## config.mk

```make
export PLATFORM = sky130hd
export DESIGN_NAME = ilu_ram
export DESIGN_NICKNAME = d
export VERILOG_FILES = /design/src/hw/rtl/ilu_ram.sv
export SDC_FILE = /design/constraint.sdc
export NUM_CORES = 1
export LEC_CHECK = 0
export ABC_AREA = 0
export CORE_MARGIN = 5
export CORE_UTILIZATION = 36
export DETAILED_ROUTE_END_ITERATION = 8
export DONT_BUFFER_PORTS = 1
export GPL_TIMING_DRIVEN = 1
export SETUP_SLACK_MARGIN = 0.5
export SYNTH_ARGS = -nofsm -noshare
export SYNTH_HDL_FRONTEND = slang
export SYNTH_SLANG_ARGS = --single-unit
```

## constraint.sdc

```tcl
create_clock -name clk_i -period 6.2 [get_ports clk_i]
set_input_delay 0.31 -clock clk_i [delete_from_list [all_inputs] [get_ports clk_i]]
set_output_delay 0.31 -clock clk_i [all_outputs]
set_load 0.005 [all_outputs]
```

## src/hw/rtl/ilu_ram.sv

```systemverilog
// generic single write port, single read port ram with registered read
// no dependencies
`timescale 1ns / 1ps

module ilu_ram #(
  parameter int unsigned WIDTH = 32,
  parameter int unsigned DEPTH = 32,
  parameter int unsigned AW    = (DEPTH > 1) ? $clog2(DEPTH) : 1
) (
  input  logic             clk_i,
  input  logic             we_i,
  input  logic [AW-1:0]    waddr_i,
  input  logic [WIDTH-1:0] wdata_i,
  input  logic [AW-1:0]    raddr_i,
  output logic [WIDTH-1:0] rdata_o
);

  logic [WIDTH-1:0] mem_q [DEPTH];

  always_ff @(posedge clk_i) begin
    if (we_i) begin
      mem_q[waddr_i] <= wdata_i;
    end
    rdata_o <= mem_q[raddr_i];
  end

endmodule

```

; Yosys cells after proc, flatten, opt, wreduce, memory -nomap -nowiden
; Memory sizes are Yosys's and may differ from the RTL's. A register that Yosys moved wholly into a read port is not among the register bits.
; Index checks and enable logic that the tools add are counted.
[totals]
input_bits = 44
ff_bits = 0
ramBits = 1024
n_memories = 1
out_inout_bits = 32
[classes]
mux = 2
[mem_list]
columns = memory, depth, word_bits, rd, rd_clocked_by_memory_dff, write_ports, line
row1 = mem_q, 32, 32, 1, 1, 1, 18  ; logic [WIDTH-1:0] mem_q [DEPTH];
[op_table]
columns = operator, n
row1 = $mux W1, 2

; Logic depth before layout (Yosys ltp)
; Gate-level depths: netlist of run 1.
[depth]
depth_word = 2
depth_mapped = 8

; Least setup slack after synthesis of run 1
; Ideal clock, no wire load.
[synth_timing]
path_type = input port to flip-flop
from = input port waddr_i[1]
to = memory mem_q[12][0], enable pin
setup_time_ns = 0.421
arrival_ns = 2.323
cell_stages = 3
setup_slack_ns = 3.456
n_path_buf = 1
cell_sequence = or3b_2 clkbuf_1 nor2_1
[synth_lines]
columns = item, line
row1 = "start, declared", 12  ; input logic [AW-1:0] waddr_i,
row2 = "end, declared", 18
; Straight into the memory's write port.

==> results of run 1 <==
## flip-flops by register name, indices dropped and copies added, names as in the netlist
| register | count |
|---|---|
| mem_q | 1024 |
| rdata_o | 32 |
## metrics by stage
stage	setup slack (ps)	power, mW	cells
after global routing	4060	15.5	3922
after floorplan	3460	8.52	2260
after detailed placement	3390	8.63	3673
after global placement	3220	8.63	3672
final	1560	15.1	3923
after CTS	4120	15.2	3922
## power by group through the flow
stage,registers [mW],clock network (mW),logic [mW]
4_1_cts,8.00,6.56,0.629
5_1_grt,8.00,6.85,0.666
6_report,7.99,6.42,0.689
3_3_place_gp,8.14,0,0.486
3_5_place_dp,8.15,0,0.487
2_1_floorplan,8.11,0,0.410
## logic make-up (layout without fill, tap and decap cells)
logic type	after synthesis	in the layout	synth area share, %
other	0	1	0
flip-flops	1056	1056	77.5
buffers and inverters	127	289	1.86
multiplexers	512	512	12.7
AO/OA/AOI/OAI	288	288	4.85
AND/OR/NAND/NOR	277	277	3.10
## critical path, cell delays in order
cell	delay [ps]
mux2i_1	1410
a21oi_1	230
a31oi_1	430
nand3_1	210
## how the worst max path moves through the flow
stage,slack [ps],from,to,depth (start not counted)
after global routing,4060,raddr_i[2],rdata_o[18],5
after CTS,4120,raddr_i[2],rdata_o[18],5
after global placement,3220,waddr_i[0],mem_q[14][21],2
after floorplan,3460,waddr_i[1],mem_q[12][0],3
after detailed placement,3390,raddr_i[2],rdata_o[18],5
final,1560,raddr_i[0],rdata_o[25],4
## what timing repair did
item,in CTS,in global routing
hold endpoints to repair,1024,0
setup endpoints to repair,0,0
hold buffers,47,0
## placed cells by master, fill, tap and decap left out, types with 27 or more instances in the layout
cell	Yosys	layout
a21oi_1	96	96
a22o_1	64	64
a22oi_1	96	96
a31oi_1	32	32
buf_4	33	36
clkbuf_1	46	27
clkbuf_16	0	109
dfxtp_1	32	32
dlygate4sd3_1	0	32
edfxtp_1	1024	1024
mux2i_1	512	512
nand2_1	98	97
nand3_1	98	98
nor2_4	0	33
nor3_1	32	32
## layout make-up
cell class / instances / area, um2 / share of cell area (%)
flip-flops and latches: 1056 / 31400 / 67.7
repair buffers: 87 / 971 / 2.09
clock inverters: 55 / 552 / 1.19
well taps: 1500 / 1880 / 4.05
multi-input cells: 1077 / 8610 / 18.6
clock buffers: 147 / 2980 / 6.43
diodes: 1 / 2.50 / 0.00540
## per-layer routing
metal	GRT usage, %	up-vias	routed length, um
li1	-	9140	-
met1	22.0	10864	43500
met2	27.2	601	48800
met3	2.64	166	5530
met4	5.23	2	2820
met5	0	-	13
==> results.md, run 1 <==
* Reg2Reg Depth at 5
* Num Clock Sinks at 1056
* Post-Route WL at 101000 um
* Vias in the first global route at 21154
* HP Class: primary input to register
* Final hold viol count at 0
* Die Wd at 345 um
* Final instance area at 46400 um2
* Largest net degree at the start of global routing at 513
* Psw at 3.09 mW
* Worst hold path endpoint: rdata_o[14]
* CP Launch Type: primary input
* Reg power frac at 52.9%
* Post-synthesis register bit count at 1056
* Placed inst area at 42200 um2
* Arrival time worst endpoint at 5140 ps
* Initial Utilization at 36.1%
* Final period utilization at 74.8%
* WL/cell at 25.7 um
* Fin Clk Skew at 14.0 ps
* Largest buffer count on any clock path at 3
* Layout Utilization at 41.4%
* Top cell type by total area after synthesis: edfxtp_1
* Postcts setup bufs at 0
* Worst r2r dst: rdata_o[12]
* Synth Flop Type: edfxtp_1
* I/O Pins at 76
* R2r startpoint: mem_q[1][12]
* Hold Slack at 252 ps
* Reg2reg setup slack at 4490 ps
* Initial DRC count at 1873
* # nets final at 2374
* Number of flops mapped to enable cells by yosys at 1024
* TritonCTS clock tree: done
* Chip height at 345 um
* Synthesis-to-layout area growth at 14.6%
* Avg Cell Area, Syn at 17.9 um2
* Share of the synthesized area in the top cell type at 76.0%
* Inserted Clock Buffers at 108
* Gate Count Post-Synth at 2260
* Setup violators final at 0
* First-pass GRT wire length at 146000 um
* Vias at 20773
* Worst-margin pin slew at 5440 ps
* Core ar. at 112000 um2
* Worst-path maximum fanout at 512
* Hold path cells at 4
* Req. time, crit path at 6700 ps
* Pleak at 15.8 nW
* RSZ-0062 raised after global routing: no
* Comb power frac at 4.6%
* Synth top cells by count: 1024 x edfxtp_1, 512 x mux2i_1, 98 x nand2_1, 98 x nand3_1
* DRT Pass-1 Iters at 5
* Internal power at 12.0 mW
* CTS H-tree lvls at 3
* Routed vias/inst at 5.30
* Minimum clock period at 4640 ps
* Worst-Skew Late Latency at 670 ps
* Root buf cell: clkbuf_16
* Slew Limit Fails at 401
* Sum Neg Setup Slack at 0 ps
* # rows at 123
* Fmax at 215 MHz
* Power density over cell area at 326 nW/um2
* Grt total ovfl at 0
* Yosys cell types at 25
* Fraction of layout cells with a size suffix above 1 at 10.6%
* Synthesized Nets at 2304
* Sw Ratio at 20.4%
* Synth Cell Area at 40500 um2
* Status: complete, but fails checks
* Initial antenna violation count at 2
* Die area at 119000 um2
* Max-slew headroom at -262%
* Count leader, synth: edfxtp_1
* Worst VDD drop at 0.234 mV
* GP Congestion at 0.747
* Synth warnings at 0
* Drt drc at 0
* Post-DP HPWL at 50400 um
* Synth async-reset ratio at 0%
* Critical path class: primary input to register
* Register area share after synthesis at 77.5%
* Clock power share at 42.5%
* Nature of the critical path endpoint: register
* Area contributors post-synth: edfxtp_1 76%, mux2i_1 13%, a22oi_1 1.8%
* Port bufs at 0
* CTS resizes at 0
* Worst Min Path Start: raddr_i[0]
* Clock slew at reported path FFs at 60 ps
* Total Routing Usage GR at 16.3%
* Post-route ant nets at 0
* Fill count at 9987
* Failing checks: max-slew violations
* Max cap viols at 0
Note: power is estimated with default switching activity, not from simulation.
==> inputs of run 2 (changes only) <==
==> constraint.sdc (replaced) <==
create_clock -name clk_i -period 4.7 [get_ports clk_i]
set_input_delay 0.235 -clock clk_i [delete_from_list [all_inputs] [get_ports clk_i]]
set_output_delay 0.235 -clock clk_i [all_outputs]
set_load 0.005 [all_outputs]
==> results.md, run 2 (synthesized netlist as in run 1, its figures left out) <==
* Status: complete, but fails checks (unchanged)
* Failing checks: max-slew violations (unchanged)
* WL/cell at 24.5 um (was 25.7 um)
* Fin Clk Skew at 17.6 ps (was 14.0 ps)
* Root buf cell: clkbuf_16 (unchanged)
* GP Congestion at 0.761 (was 0.747)
* Die area at 119000 um2 (unchanged)
* Initial antenna violation count at 3 (was 2)
* Req. time, crit path at 5160 ps (was 6700 ps)
* Worst-margin pin slew at 3800 ps (was 5440 ps)
* Initial DRC count at 2127 (was 1873)
* CTS H-tree lvls at 3 (unchanged)
* CTS resizes at 0 (unchanged)
* Die Wd at 345 um (unchanged)
* Metal-1 WL at 41900 um (was 43500 um)
* Fmax at 274 MHz
* Arrival time worst endpoint at 4120 ps (was 5140 ps)
* Final hold viol count at 0 (unchanged)
* Routed vias/inst at 5.26 (was 5.30)
* Met3 wire length at 6690 um (was 5530 um)
* Commonest non-fill, non-tap cell in the layout: edfxtp_1 (unchanged)
* Grt total ovfl at 0 (unchanged)
* Largest net degree at the start of global routing at 513 (unchanged)
* Highest routed layer: met5 (unchanged)
* Max-slew headroom at -154% (was -262%)
* Inserted Clock Buffers at 106 (was 108)
* Clock slew at reported path FFs at 60 ps (about the same)
* Non-Filler Instances at 3915 (was 3923)
* Max cap viols at 0 (unchanged)
* Vias in the first global route at 20610 (was 21154)
* Nature of the critical path endpoint: register (unchanged)
* Slew Limit Fails at 427 (was 401)
* Critical path class: primary input to register (unchanged)
* DRT Pass-1 Iters at 5 (unchanged)
* Worst-Skew Late Latency at 640 ps (was 670 ps)
* Postcts setup bufs at 0 (unchanged)
* CP Launch Type: primary input (unchanged)
* I/O Pins at 76 (unchanged)
* Fraction of layout cells with a size suffix above 1 at 10.5% (was 10.6%)
* Most flops, register: mem_q (unchanged)
* Cts hold-fix bufs at 61 (was 47)
* Drt drc at 0 (unchanged)
* # rows at 123 (unchanged)
* # nets final at 2371 (was 2374)
* Worst-path maximum fanout at 512 (unchanged)
* Post-place setup slack at 1880 ps (was 3390 ps)
* Chip height at 345 um (unchanged)
* First-pass GRT wire length at 140000 um (was 146000 um)
* Post-DP HPWL at 52000 um (was 50400 um)
* Num Clock Sinks at 1056 (unchanged)
* Initial Utilization at 36.1% (unchanged)
* Sum Neg Setup Slack at 0 ps (unchanged)
* TritonCTS clock tree: done (unchanged)
* RSZ-0062 raised after global routing: no (unchanged)
* Final Power at 19.7 mW (was 15.1 mW)
* Setup violators final at 0 (unchanged)
* Synthesis-to-layout area growth at 14.7% (was 14.6%)
* Post-route ant nets at 0 (unchanged)
* Dpl cells at 3658 (was 3673)
* Number of flip-flops in the largest register at 1024 (unchanged)
* Largest buffer count on any clock path at 3 (unchanged)
* Met2 wire len at 45800 um (was 48800 um)
* Vias at 20601 (was 20773)
* Final worst setup slack at 1050 ps (was 1560 ps)
* Power density over cell area at 425 nW/um2 (was 326 nW/um2)
* Post-Route WL at 95800 um (was 101000 um)
* Total Routing Usage GR at 15.5% (was 16.3%)
* Worst VDD drop at 0.334 mV (was 0.234 mV)
* Minimum clock period at 3650 ps
* HP Class: primary input to register (unchanged)
* Final period utilization at 77.7%
* Core ar. at 112000 um2 (unchanged)
* Biggest regs: mem_q (1024), rdata_o (32) (unchanged)
* Port bufs at 0 (unchanged)
* Pleak at 15.8 nW (about the same)
* Commonest non-fill, non-tap cells in the layout: 1024 x edfxtp_1, 512 x mux2i_1, 111 x clkbuf_16 (was 1024 x edfxtp_1, 512 x mux2i_1, 109 x clkbuf_16)
[run 2: cell types whose count changed in the layout (fill, tap and decap cells not counted)]
| cell | before | now |
|---|---|---|
| buf_12 | 19 | 32 |
| buf_4 | 36 | 22 |
| bufinv_16 | 10 | 8 |
| clkbuf_1 | 27 | 24 |
| clkbuf_16 | 109 | 111 |
| clkbuf_8 | 11 | 7 |
| clkinv_1 | 17 | 14 |
| clkinv_2 | 18 | 24 |
| clkinv_4 | 0 | 1 |
| clkinv_8 | 0 | 1 |
| clkinvlp_4 | 3 | 4 |
| inv_16 | 1 | 0 |
| inv_6 | 5 | 1 |
| inv_8 | 1 | 0 |
[run 2: final timing paths]
kind	startpoint	endpoint	slack [ps]	cells past startpoint
max	raddr_i[0]	rdata_o[25]	1050	5
min reg2reg	mem_q[27][11]	rdata_o[11]	600	4
max reg2reg	mem_q[3][25]	rdata_o[25]	2870	5
min	raddr_i[2]	rdata_o[13]	90	4
[run 2: final cells by class]
class / instances / area (um2)
Antenna cell: 1 / 2.50
Clock buffer: 142 / 2960
Clock inverter: 53 / 477
Fill cell: 9872 / 65600
Multi-Input combinational cell: 1077 / 8610
Sequential cell: 1056 / 31400
Tap cell: 1500 / 1880
Timing Repair Buffer: 86 / 1130
[run 2: metrics by stage]
stage          util [%]  cell area, um2  hold slack (ps)
2_1_floorplan         -           40500              334
3_5_place_dp       37.6           42100              336
3_3_place_gp       37.6           42100              336
5_1_grt            41.5           46400              100
4_1_cts            41.5           46400             65.0
6_report           41.5           46400             89.2
[run 2: worst max-delay path, stage by stage]
cell and delay [ps]:
mux2i_1 1050, a22o_1 220, nor3_1 50, a31oi_1 590, nand3_1 230
[run 2: power breakdown]
part / leakage (nW) / internal (mW) / switching, mW
Combinational: 4.63 / 0.385 / 0.537
Sequential: 9.49 / 10.5 / 0.0756
Clock: 1.69 / 4.85 / 3.40
[run 2: metal layers]
layer  vias up  GRT usage, %
li1       9111             -
met1     10715          22.0
met2       663          25.3
met3       110          2.75
met4         2          3.36
met5         -             0
